$ cat config.mk
export PLATFORM = sky130hd
export DESIGN_NAME = bilinear_grid_interpolator
export DESIGN_NICKNAME = d
export VERILOG_FILES = /design/src/rtl/bgi_pkg.sv /design/src/rtl/bgi_ctrl.sv /design/src/rtl/bgi_dp.sv /design/src/rtl/bilinear_grid_interpolator.sv
export SDC_FILE = /design/constraint.sdc
export NUM_CORES = 2
export LEC_CHECK = 0
export BUFFER_PORTS_ARGS = -buffer_cell sky130_fd_sc_hd__buf_4
export CORE_MARGIN = 3
export CORE_UTILIZATION = 45
export DETAILED_ROUTE_END_ITERATION = 12
export HOLD_SLACK_MARGIN = 0.06
export PLACE_DENSITY = 0.62
export SLEW_MARGIN = 5
export SYNTH_ARGS = -nofsm -noshare
export SYNTH_HDL_FRONTEND = slang
export SYNTH_SLANG_ARGS = --single-unit
$ cat constraint.sdc
create_clock -name clk_i -period 10.7 [get_ports clk_i]
set_clock_uncertainty 0.1 [all_clocks]
set_input_delay 2.14 -clock clk_i [delete_from_list [all_inputs] [get_ports clk_i]]
set_output_delay 2.14 -clock clk_i [all_outputs]
set_load 0.05 [all_outputs]
$ cat src/rtl/bgi_pkg.sv
// Shared types and constants for the bilinear grid interpolator.
package bgi_pkg;

  localparam int X_POINTS    = 4;
  localparam int Y_POINTS    = 16;
  localparam int GRID_N      = X_POINTS * Y_POINTS;
  localparam int XI_W        = $clog2(X_POINTS);
  localparam int YI_W        = $clog2(Y_POINTS);
  localparam int GA_W        = $clog2(GRID_N);
  localparam int DIV_STEPS   = 32;
  localparam int GRID_READS  = 4;
  localparam int CNT_W       = 6;

  localparam logic signed [15:0] VAL_MAX = 16'sh7FFF;
  localparam logic signed [15:0] VAL_MIN = 16'sh8000;

  typedef enum logic [1:0] {
    ACT_WR_X    = 2'd0,
    ACT_WR_Y    = 2'd1,
    ACT_WR_GRID = 2'd2,
    ACT_EVAL    = 2'd3
  } action_e;

  typedef enum logic [1:0] {
    LERP_LOW  = 2'd0,
    LERP_HIGH = 2'd1,
    LERP_Y    = 2'd2
  } lerp_e;

  typedef enum logic [3:0] {
    ST_IDLE,
    ST_MINMAX,
    ST_CLAMP,
    ST_SEARCH,
    ST_GRID,
    ST_MUL,
    ST_DINIT,
    ST_DIV,
    ST_FIN,
    ST_OUT
  } state_e;

  typedef struct packed {
    logic [1:0]         action;
    logic [1:0]         index_x;
    logic [3:0]         index_y;
    logic signed [15:0] write_value;
    logic signed [15:0] sample_x;
    logic signed [15:0] sample_y;
  } in_item_t;

  typedef struct packed {
    logic signed [15:0] interpolated;
    logic [1:0]         cell_x;
    logic [3:0]         cell_y;
  } out_item_t;

  typedef struct packed {
    logic  start;
    logic  mm_step;
    logic  clamp;
    logic  srch_step;
    logic  grid_step;
    logic  mul;
    logic  dinit;
    logic  div_step;
    logic  fin;
    logic  load_out;
    logic  cnt_clr;
    logic  cnt_inc;
    lerp_e lsel;
  } cmd_t;

  typedef struct packed {
    logic scan_last;
    logic grid_last;
    logic div_last;
    logic out_free;
  } status_t;

endpackage

$ cat src/rtl/bgi_ctrl.sv
// Sequencing controller for the bilinear grid interpolator.
module bgi_ctrl (
  input  logic             clk_i,
  input  logic             rst_ni,
  input  logic             in_valid_i,
  input  logic             is_eval_i,
  input  bgi_pkg::status_t st_i,
  output logic             in_ready_o,
  output bgi_pkg::cmd_t    cmd_o
);

  bgi_pkg::state_e state_q, state_d;
  bgi_pkg::lerp_e  lsel_q, lsel_d;
  logic            start;

  assign in_ready_o = (state_q == bgi_pkg::ST_IDLE);
  assign start      = in_ready_o && in_valid_i && is_eval_i;

  always_ff @(posedge clk_i or negedge rst_ni) begin
    if (!rst_ni) begin
      state_q <= bgi_pkg::ST_IDLE;
      lsel_q  <= bgi_pkg::LERP_LOW;
    end else begin
      state_q <= state_d;
      lsel_q  <= lsel_d;
    end
  end

  always_comb begin
    state_d = state_q;
    lsel_d  = lsel_q;
    unique case (state_q)
      bgi_pkg::ST_IDLE: begin
        if (start) begin
          state_d = bgi_pkg::ST_MINMAX;
          lsel_d  = bgi_pkg::LERP_LOW;
        end
      end
      bgi_pkg::ST_MINMAX: if (st_i.scan_last) state_d = bgi_pkg::ST_CLAMP;
      bgi_pkg::ST_CLAMP:  state_d = bgi_pkg::ST_SEARCH;
      bgi_pkg::ST_SEARCH: if (st_i.scan_last) state_d = bgi_pkg::ST_GRID;
      bgi_pkg::ST_GRID:   if (st_i.grid_last) state_d = bgi_pkg::ST_MUL;
      bgi_pkg::ST_MUL:    state_d = bgi_pkg::ST_DINIT;
      bgi_pkg::ST_DINIT:  state_d = bgi_pkg::ST_DIV;
      bgi_pkg::ST_DIV:    if (st_i.div_last) state_d = bgi_pkg::ST_FIN;
      bgi_pkg::ST_FIN: begin
        unique case (lsel_q)
          bgi_pkg::LERP_LOW: begin
            lsel_d  = bgi_pkg::LERP_HIGH;
            state_d = bgi_pkg::ST_MUL;
          end
          bgi_pkg::LERP_HIGH: begin
            lsel_d  = bgi_pkg::LERP_Y;
            state_d = bgi_pkg::ST_MUL;
          end
          default: state_d = bgi_pkg::ST_OUT;
        endcase
      end
      bgi_pkg::ST_OUT:    if (st_i.out_free) state_d = bgi_pkg::ST_IDLE;
      default:            state_d = bgi_pkg::ST_IDLE;
    endcase
  end

  always_comb begin
    cmd_o           = '0;
    cmd_o.lsel      = lsel_q;
    cmd_o.start     = start;
    unique case (state_q)
      bgi_pkg::ST_IDLE:   cmd_o.cnt_clr = start;
      bgi_pkg::ST_MINMAX: begin
        cmd_o.mm_step = 1'b1;
        cmd_o.cnt_inc = 1'b1;
      end
      bgi_pkg::ST_CLAMP: begin
        cmd_o.clamp   = 1'b1;
        cmd_o.cnt_clr = 1'b1;
      end
      bgi_pkg::ST_SEARCH: begin
        cmd_o.srch_step = 1'b1;
        cmd_o.cnt_inc   = 1'b1;
        cmd_o.cnt_clr   = st_i.scan_last;
      end
      bgi_pkg::ST_GRID: begin
        cmd_o.grid_step = 1'b1;
        cmd_o.cnt_inc   = 1'b1;
      end
      bgi_pkg::ST_MUL:    cmd_o.mul = 1'b1;
      bgi_pkg::ST_DINIT: begin
        cmd_o.dinit   = 1'b1;
        cmd_o.cnt_clr = 1'b1;
      end
      bgi_pkg::ST_DIV: begin
        cmd_o.div_step = 1'b1;
        cmd_o.cnt_inc  = 1'b1;
      end
      bgi_pkg::ST_FIN:    cmd_o.fin = 1'b1;
      bgi_pkg::ST_OUT:    cmd_o.load_out = st_i.out_free;
      default:            cmd_o.cnt_clr = 1'b0;
    endcase
  end

  a_start_scan: assert property (@(posedge clk_i) disable iff (!rst_ni)
    start |=> state_q == bgi_pkg::ST_MINMAX)
    else $error("evaluate item did not start the axis scan");

  a_div_to_fin: assert property (@(posedge clk_i) disable iff (!rst_ni)
    (state_q == bgi_pkg::ST_DIV && st_i.div_last) |=> state_q == bgi_pkg::ST_FIN)
    else $error("divider finish not followed by result step");

  a_lsel_hold: assert property (@(posedge clk_i) disable iff (!rst_ni)
    (state_q != bgi_pkg::ST_FIN && state_q != bgi_pkg::ST_IDLE) |=> $stable(lsel_q))
    else $error("interpolation select changed outside result step");

  a_out_wait: assert property (@(posedge clk_i) disable iff (!rst_ni)
    (state_q == bgi_pkg::ST_OUT && !st_i.out_free) |=> state_q == bgi_pkg::ST_OUT)
    else $error("result dropped while output register busy");

endmodule

$ cat src/rtl/bgi_dp.sv
// Datapath: axis and grid storage, scan, cell search, multiply and serial divide.
module bgi_dp (
  input  logic                clk_i,
  input  logic                rst_ni,
  input  logic                wr_en_i,
  input  bgi_pkg::in_item_t   in_item_i,
  input  bgi_pkg::cmd_t       cmd_i,
  output bgi_pkg::status_t    st_o,
  input  logic                out_ready_i,
  output logic                out_valid_o,
  output bgi_pkg::out_item_t  out_item_o
);

  logic signed [15:0] x_q [bgi_pkg::X_POINTS];
  logic signed [15:0] y_q [bgi_pkg::Y_POINTS];
  logic signed [15:0] grid_q [bgi_pkg::GRID_N];
  logic signed [15:0] rd_q;
  logic [bgi_pkg::GA_W-1:0] waddr, raddr;

  logic [bgi_pkg::CNT_W-1:0] cnt_q;
  logic signed [15:0] sx_q, sy_q, xmin_q, xmax_q, ymin_q, ymax_q;
  logic signed [15:0] x0_q, x1_q, y0_q, y1_q, xprev_q, yprev_q;
  logic signed [15:0] g_q [bgi_pkg::GRID_READS];
  logic signed [15:0] r_q, t_q, res_q, b0_q;
  logic [bgi_pkg::XI_W-1:0] cx_q;
  logic [bgi_pkg::YI_W-1:0] cy_q;
  logic xfound_q, yfound_q;
  logic signed [16:0] den_q;
  logic signed [33:0] num_q;
  logic dneg_q;
  logic [15:0] dmag_q, rem_q;
  logic [31:0] quo_q;
  logic out_valid_q;
  bgi_pkg::out_item_t out_q;

  logic signed [15:0] x_rd, y_rd, cx_t, cy_t;
  logic x_in;
  logic signed [15:0] p, a0, a1, b0, b1;
  logic signed [16:0] dp_s, db_s;
  logic signed [33:0] nmag, qs, sum;
  logic signed [16:0] dmag;
  logic [16:0] trial;
  logic signed [15:0] sat, res;
  logic [1:0] gk;
  logic [bgi_pkg::XI_W-1:0] gx;
  logic [bgi_pkg::YI_W-1:0] gy;
  logic [bgi_pkg::CNT_W-1:0] cnt_m1;

  assign x_in   = cnt_q < bgi_pkg::CNT_W'(bgi_pkg::X_POINTS);
  assign x_rd   = x_q[cnt_q[bgi_pkg::XI_W-1:0]];
  assign y_rd   = y_q[cnt_q[bgi_pkg::YI_W-1:0]];
  assign cnt_m1 = cnt_q - bgi_pkg::CNT_W'(1);

  assign cx_t = (sx_q < xmin_q) ? xmin_q : sx_q;
  assign cy_t = (sy_q < ymin_q) ? ymin_q : sy_q;

  assign waddr = bgi_pkg::GA_W'(int'(in_item_i.index_x) * bgi_pkg::Y_POINTS
                                + int'(in_item_i.index_y));
  assign gk    = cnt_q[1:0];
  assign gx    = cx_q + bgi_pkg::XI_W'(gk[0]);
  assign gy    = cy_q + bgi_pkg::YI_W'(gk[1]);
  assign raddr = bgi_pkg::GA_W'(int'(gx) * bgi_pkg::Y_POINTS + int'(gy));

  always_comb begin
    unique case (cmd_i.lsel)
      bgi_pkg::LERP_LOW: begin
        p = sx_q; a0 = x0_q; a1 = x1_q; b0 = g_q[0]; b1 = g_q[1];
      end
      bgi_pkg::LERP_HIGH: begin
        p = sx_q; a0 = x0_q; a1 = x1_q; b0 = g_q[2]; b1 = g_q[3];
      end
      default: begin
        p = sy_q; a0 = y0_q; a1 = y1_q; b0 = r_q; b1 = t_q;
      end
    endcase
  end

  assign dp_s  = 17'(p) - 17'(a0);
  assign db_s  = 17'(b1) - 17'(b0);
  assign nmag  = num_q[33] ? -num_q : num_q;
  assign dmag  = den_q[16] ? -den_q : den_q;
  assign trial = {rem_q, quo_q[31]};
  assign qs    = dneg_q ? -{2'b00, quo_q} : {2'b00, quo_q};
  assign sum   = 34'(b0_q) + qs;
  assign sat   = (sum > 34'(bgi_pkg::VAL_MAX)) ? bgi_pkg::VAL_MAX :
                 (sum < 34'(bgi_pkg::VAL_MIN)) ? bgi_pkg::VAL_MIN : sum[15:0];
  assign res   = (den_q == '0) ? b0_q : sat;

  always_ff @(posedge clk_i) begin
    if (wr_en_i && in_item_i.action == bgi_pkg::ACT_WR_X &&
        int'(in_item_i.index_x) < bgi_pkg::X_POINTS) begin
      x_q[in_item_i.index_x[bgi_pkg::XI_W-1:0]] <= in_item_i.write_value;
    end
    if (wr_en_i && in_item_i.action == bgi_pkg::ACT_WR_Y &&
        int'(in_item_i.index_y) < bgi_pkg::Y_POINTS) begin
      y_q[in_item_i.index_y[bgi_pkg::YI_W-1:0]] <= in_item_i.write_value;
    end
  end

  always_ff @(posedge clk_i) begin
    if (wr_en_i && in_item_i.action == bgi_pkg::ACT_WR_GRID &&
        int'(in_item_i.index_x) < bgi_pkg::X_POINTS &&
        int'(in_item_i.index_y) < bgi_pkg::Y_POINTS) begin
      grid_q[waddr] <= in_item_i.write_value;
    end
    rd_q <= grid_q[raddr];
  end

  always_ff @(posedge clk_i or negedge rst_ni) begin
    if (!rst_ni) begin
      cnt_q <= '0;
    end else if (cmd_i.cnt_clr) begin
      cnt_q <= '0;
    end else if (cmd_i.cnt_inc) begin
      cnt_q <= cnt_q + bgi_pkg::CNT_W'(1);
    end
  end

  always_ff @(posedge clk_i) begin
    if (cmd_i.start) begin
      sx_q   <= in_item_i.sample_x;
      sy_q   <= in_item_i.sample_y;
      xmin_q <= bgi_pkg::VAL_MAX;
      xmax_q <= bgi_pkg::VAL_MIN;
      ymin_q <= bgi_pkg::VAL_MAX;
      ymax_q <= bgi_pkg::VAL_MIN;
    end
    if (cmd_i.mm_step) begin
      if (x_in && x_rd < xmin_q) xmin_q <= x_rd;
      if (x_in && x_rd > xmax_q) xmax_q <= x_rd;
      if (y_rd < ymin_q) ymin_q <= y_rd;
      if (y_rd > ymax_q) ymax_q <= y_rd;
    end
    if (cmd_i.clamp) begin
      sx_q     <= (cx_t > xmax_q) ? xmax_q : cx_t;
      sy_q     <= (cy_t > ymax_q) ? ymax_q : cy_t;
      xfound_q <= 1'b0;
      yfound_q <= 1'b0;
    end
    if (cmd_i.srch_step) begin
      if (x_in) xprev_q <= x_rd;
      yprev_q <= y_rd;
      if (cnt_q != '0 && x_in && !xfound_q &&
          (sx_q < x_rd || cnt_q == bgi_pkg::CNT_W'(bgi_pkg::X_POINTS - 1))) begin
        xfound_q <= 1'b1;
        cx_q     <= cnt_m1[bgi_pkg::XI_W-1:0];
        x0_q     <= xprev_q;
        x1_q     <= x_rd;
      end
      if (cnt_q != '0 && !yfound_q &&
          (sy_q < y_rd || cnt_q == bgi_pkg::CNT_W'(bgi_pkg::Y_POINTS - 1))) begin
        yfound_q <= 1'b1;
        cy_q     <= cnt_m1[bgi_pkg::YI_W-1:0];
        y0_q     <= yprev_q;
        y1_q     <= y_rd;
      end
    end
    if (cmd_i.grid_step && cnt_q != '0) begin
      g_q[cnt_m1[1:0]] <= rd_q;
    end
    if (cmd_i.mul) begin
      den_q <= 17'(a1) - 17'(a0);
      num_q <= 34'(dp_s) * 34'(db_s);
      b0_q  <= b0;
    end
    if (cmd_i.dinit) begin
      dneg_q <= num_q[33] ^ den_q[16];
      quo_q  <= nmag[31:0];
      dmag_q <= dmag[15:0];
      rem_q  <= '0;
    end
    if (cmd_i.div_step) begin
      if (trial >= {1'b0, dmag_q}) begin
        rem_q <= 16'(trial - {1'b0, dmag_q});
        quo_q <= {quo_q[30:0], 1'b1};
      end else begin
        rem_q <= trial[15:0];
        quo_q <= {quo_q[30:0], 1'b0};
      end
    end
    if (cmd_i.fin) begin
      unique case (cmd_i.lsel)
        bgi_pkg::LERP_LOW:  r_q   <= res;
        bgi_pkg::LERP_HIGH: t_q   <= res;
        default:            res_q <= res;
      endcase
    end
    if (cmd_i.load_out) begin
      out_q.interpolated <= res_q;
      out_q.cell_x       <= 2'(cx_q);
      out_q.cell_y       <= 4'(cy_q);
    end
  end

  always_ff @(posedge clk_i or negedge rst_ni) begin
    if (!rst_ni) begin
      out_valid_q <= 1'b0;
    end else if (cmd_i.load_out) begin
      out_valid_q <= 1'b1;
    end else if (out_ready_i) begin
      out_valid_q <= 1'b0;
    end
  end

  assign st_o.scan_last = cnt_q == bgi_pkg::CNT_W'(bgi_pkg::Y_POINTS - 1);
  assign st_o.grid_last = cnt_q == bgi_pkg::CNT_W'(bgi_pkg::GRID_READS);
  assign st_o.div_last  = cnt_q == bgi_pkg::CNT_W'(bgi_pkg::DIV_STEPS - 1);
  assign st_o.out_free  = !out_valid_q || out_ready_i;

  assign out_valid_o = out_valid_q;
  assign out_item_o  = out_q;

endmodule

$ cat src/rtl/bilinear_grid_interpolator.sv
// Bilinear grid interpolator top level: controller plus datapath.
// Load items are accepted every cycle while idle; in_ready_o is high only in the idle state.
// An evaluate runs, in order: a min/max scan, a clamp step, a cell search, 4 grid
// reads, three interpolations on one shared 32-step divider, and an output load.
// A new item is taken only after the last result is loaded into the output register,
// and that load waits while a previous result is still held; one item is in flight
// at a time; reset clears control state, not storage.
module bilinear_grid_interpolator (
  input  logic                clk_i,
  input  logic                rst_ni,
  input  logic                in_valid_i,
  output logic                in_ready_o,
  input  bgi_pkg::in_item_t   in_item_i,
  output logic                out_valid_o,
  input  logic                out_ready_i,
  output bgi_pkg::out_item_t  out_item_o
);

  bgi_pkg::cmd_t    cmd;
  bgi_pkg::status_t st;
  logic             in_acc;
  logic             is_eval;

  assign in_acc  = in_valid_i && in_ready_o;
  assign is_eval = in_item_i.action == bgi_pkg::ACT_EVAL;

  bgi_ctrl u_ctrl (
    .clk_i      (clk_i),
    .rst_ni     (rst_ni),
    .in_valid_i (in_valid_i),
    .is_eval_i  (is_eval),
    .st_i       (st),
    .in_ready_o (in_ready_o),
    .cmd_o      (cmd)
  );

  bgi_dp u_dp (
    .clk_i       (clk_i),
    .rst_ni      (rst_ni),
    .wr_en_i     (in_acc),
    .in_item_i   (in_item_i),
    .cmd_i       (cmd),
    .st_o        (st),
    .out_ready_i (out_ready_i),
    .out_valid_o (out_valid_o),
    .out_item_o  (out_item_o)
  );

endmodule
==> flow_results.org <==
** Clocking
- CTS Buf Count :: 188
- H-Tree Depth :: 4
- Clock insertion delay at the later pin of the skew report :: 0.86 ns
- Post-CTS timing repair inserted 0 buffers for setup.
- Clock transition at the register clock pins on the worst setup and hold paths after CTS :: 0.06 ns
- Sink Count :: ~1800
- The clock passes through at most 3 buffers.
- Cell at the root of the clock tree :: sky130_fd_sc_hd__clkbuf_16
- TritonCTS built the clock tree.

** GRT
- After global routing the overflow that remains totals 0.
- The number of global-route vias before repair is 51100.
- Maximum number of pins on one net before global-route repair :: around 110
- Global-route wire length before repair :: 332 mm
- For this run, the total global-route usage over all layers was measured as 21.6%.
- The number of antenna violations at the first check in global routing was 10.

** Detailed routing
- Number of vias per cell :: around 5.7
- Count of TritonRoute iterations in the first routing pass :: 5
- Count of nets left with antenna violations after detail routing :: 0
- The first routing iteration left 4279 violations.
- Number of remaining DRC errors :: 0
- Drt total wl :: 222 mm
- In the final routed layout, each cell accounts on average for 24.9 um.
- Detailed routing inserted a total of 50600 vias.

** Floorplan
- Starting Density :: 45.3%
- Measured along the y axis, the die boundary spans 455 um.
- Top-level port count :: 84
- Die width :: around 450 um
- FP Rows :: 164
- After floorplanning, the core was sized to cover 0.200 mm2.
- Die footprint :: 0.207 mm2

** Worst setup path
- Critical path capture point type :: register
- The number of buffers and inverters on the critical path is 5.
- Number of stages on the worst setup path :: 36
- Counting stages on the worst path, the most repeated cell is sky130_fd_sc_hd__fa_1.
- By startpoint and endpoint, the worst setup path is classified as reg2reg.
- For the worst setup path, the data required time is roughly 11 ns.
- Crit path arrival time :: 10.44 ns
- The worst register-to-register path ends at u_dp.num_q[31].
- The largest single stage delay on the critical path is 0.70 ns.
- Reg2Reg Setup Slack :: 0.71 ns
- Max Fanout on Critical Path :: 44
- In this run the critical register-to-register path is launched from u_ctrl.lsel_q[1].
- Worst setup path endpoint :: u_dp.num_q[31]
- The largest individual stage delay along the critical path comes from the cell sky130_fd_sc_hd__dfrtp_4.
- Launching instance or port of the critical path :: u_ctrl.lsel_q[1]
- STA classifies the critical path startpoint as a register.
- Family of cells with the greatest summed delay on the critical path :: adder cells
- Measured in cells, the most critical reg-to-reg path has a length of 36.

** Synthesis
- Fraction of registers with async set or reset after synthesis :: less than 1%
- Synth Register Bits :: 1838
- Area share of the leading cell type in the synthesized netlist :: roughly 58%
- Predominant post-synthesis flop cell :: sky130_fd_sc_hd__edfxtp_1
- Main area contributors after synthesis :: sky130_fd_sc_hd__edfxtp_1 58%, sky130_fd_sc_hd__mux4_2 10%, sky130_fd_sc_hd__fa_1 6.7%
- Average cell area after synthesis :: around 15 um2
- Library cell occupying the most area in the post-synthesis netlist :: sky130_fd_sc_hd__edfxtp_1
- Proportion of synthesized chip area in sequential cells :: 59.9%
- Yosys printed 0 warnings.
- When the netlist entered floorplanning its net count stood at 6598.
- Counting distinct cell types in the post-synthesis netlist gives between 90 and 100.
- Number of enable-type register cells in the synthesized netlist :: between 1500 and 2000
- Cell area after synthesis :: about 0.091 mm2
- Gate count after technology mapping :: 5889

** Timing
- In the final timing run, aggregate negative setup slack is 0 ns.
- Number of max-slew violations in the final report :: 0
- Setup violations remaining at the end of the flow were counted as 0.
- Final count of hold timing violations :: 0
- Max-slew headroom :: a little under a tenth
- Final critical-path required period :: 9.99 ns
- Max frequency :: 100 MHz
- Transition time at the pin with the least slew margin :: 1.34 ns
- Setup repair after global routing missed its margin :: false
- Dividing the final minimum period by the clock period gives 93.4%.

** Cells and area
- Leaving out fill and tap cells, the most frequent cell in the layout is sky130_fd_sc_hd__edfxtp_1.
- Fill cells in the final layout number roughly 17000.
- Leading cell types in the layout, fill and taps excluded :: 1743 x sky130_fd_sc_hd__edfxtp_1, 508 x sky130_fd_sc_hd__inv_1, 414 x sky130_fd_sc_hd__mux4_2
- Multi-input combinational cell area :: 0.0337 mm2
- Area growth from synthesis to final layout :: 11.9%
- The post-route netlist has between 15 and 20% of its cells at a drive strength greater than 1.
- Layout net count :: around 6800
- Storage cell area :: 0.0543 mm2

** Outcome
- The flow ran to the end, and the final reports show no timing, DRC or antenna violations.

** Flow run
- The tool flagged a number of max-cap violations equal to 0.

** Placed design
- The count of buffers added on input and output ports is 83.
- Global placement routability congestion :: 0.923
- HPWL after detailed placement :: ~150 mm

** Hold path
- In this run the worst hold path is classified as reg2reg.
[metrics by stage]
| step | hold slack (ns) | worst slack [ns] | std cells | area [um2] | util [%] |
|---|---|---|---|---|---|
| 3_5_place_dp | 0.305 | 0.334 | 8565 | 95100 | 47.6 |
| 3_3_place_gp | 0.301 | 0.413 | 8565 | 95100 | 47.6 |
| 2_1_floorplan | 0.300 | 0.892 | 5889 | 90600 | - |
| 4_1_cts | 0.246 | 0.339 | 8913 | 101000 | 50.7 |
| 5_1_grt | 0.278 | 0.0740 | 8914 | 101000 | 50.7 |
| 6_report | 0.268 | 0.711 | 8917 | 101000 | 50.7 |
[flip-flops by register name, indices dropped and copies added (netlist names), 17 cells and up]
| register | flops |
|---|---|
| u_dp.quo_q | 32 |
| u_dp.g_q | 64 |
| u_dp.den_q | 17 |
| u_dp.x_q | 64 |
| u_dp.grid_q | 1024 |
| u_dp.num_q | 33 |
| u_dp.y_q | 256 |
| u_dp.out_item_o | 22 |
[layer usage]
layer	global-route usage (%)	wire length [um]	vias to the layer above	share of wire (%)
met1	30.7	96600	26300	43
met5	0	13	-	0.0059
met3	3.30	12800	346	5.8
li1	-	-	22400	-
met2	34.5	106000	1540	48
met4	6.91	6950	2	3.1
[cells in the mapped netlist (all sizes together), types with 59 or more instances]
| cell type | n |
|---|---|
| a21o | 60 |
| a21oi | 180 |
| clkbuf | 176 |
| dfxtp | 82 |
| edfxtp | 1743 |
| fa | 301 |
| ha | 348 |
| inv | 509 |
| mux2 | 82 |
| mux2i | 132 |
| mux4 | 414 |
| nand2 | 372 |
| nand2b | 59 |
| nand3 | 65 |
| nor2 | 366 |
| nor2b | 67 |
| o21ai | 185 |
| xnor2 | 131 |
| xor2 | 74 |
[worst min path at each step]
| stage | cells past startpoint | startpoint | to |
|---|---|---|---|
| 6_report | 0 | u_dp.xprev_q[8] | u_dp.x0_q[8] |
| 5_1_grt | 0 | u_dp.xprev_q[8] | u_dp.x0_q[8] |
| 4_1_cts | 0 | u_dp.xprev_q[8] | u_dp.x0_q[8] |
| 3_5_place_dp | 0 | u_dp.xprev_q[13] | u_dp.x0_q[13] |
| 3_3_place_gp | 0 | u_dp.xprev_q[13] | u_dp.x0_q[13] |
| 2_1_floorplan | 0 | u_dp.res_q[4] | u_dp.out_item_o[10] |
[kinds of logic (layout without fill, tap and decap cells)]
family	count (synthesis)	in the layout	synth area share [%]
compound gates	672	672	4.78
mux	628	628	12.8
other cells	0	4	0
simple gates	1159	1159	5.93
flops	1838	1838	59.9
xor+xnor	205	205	2.00
buf+inv	738	1106	3.11
fa+ha+maj	649	649	11.5
[cell type report]
cell class	instances	area share [%]
Antenna cell	4	0.00987
Clock buffer	242	4.90
Clock inverter	106	1.27
Inverter	509	1.88
Multi-Input combinational cell	3313	33.2
Sequential cell	1838	53.6
Tap cell	2656	3.28
Timing Repair Buffer	249	1.87
[timing repair]
item	4_1_cts	5_1_grt
resized for setup	0	2
hold buffers	0	0
setup endpoints to repair	0	4
hold endpoints to repair	0	0
Power is not shown: default switching activity piles up to over one toggle a cycle in this logic, so the estimate is an artifact.
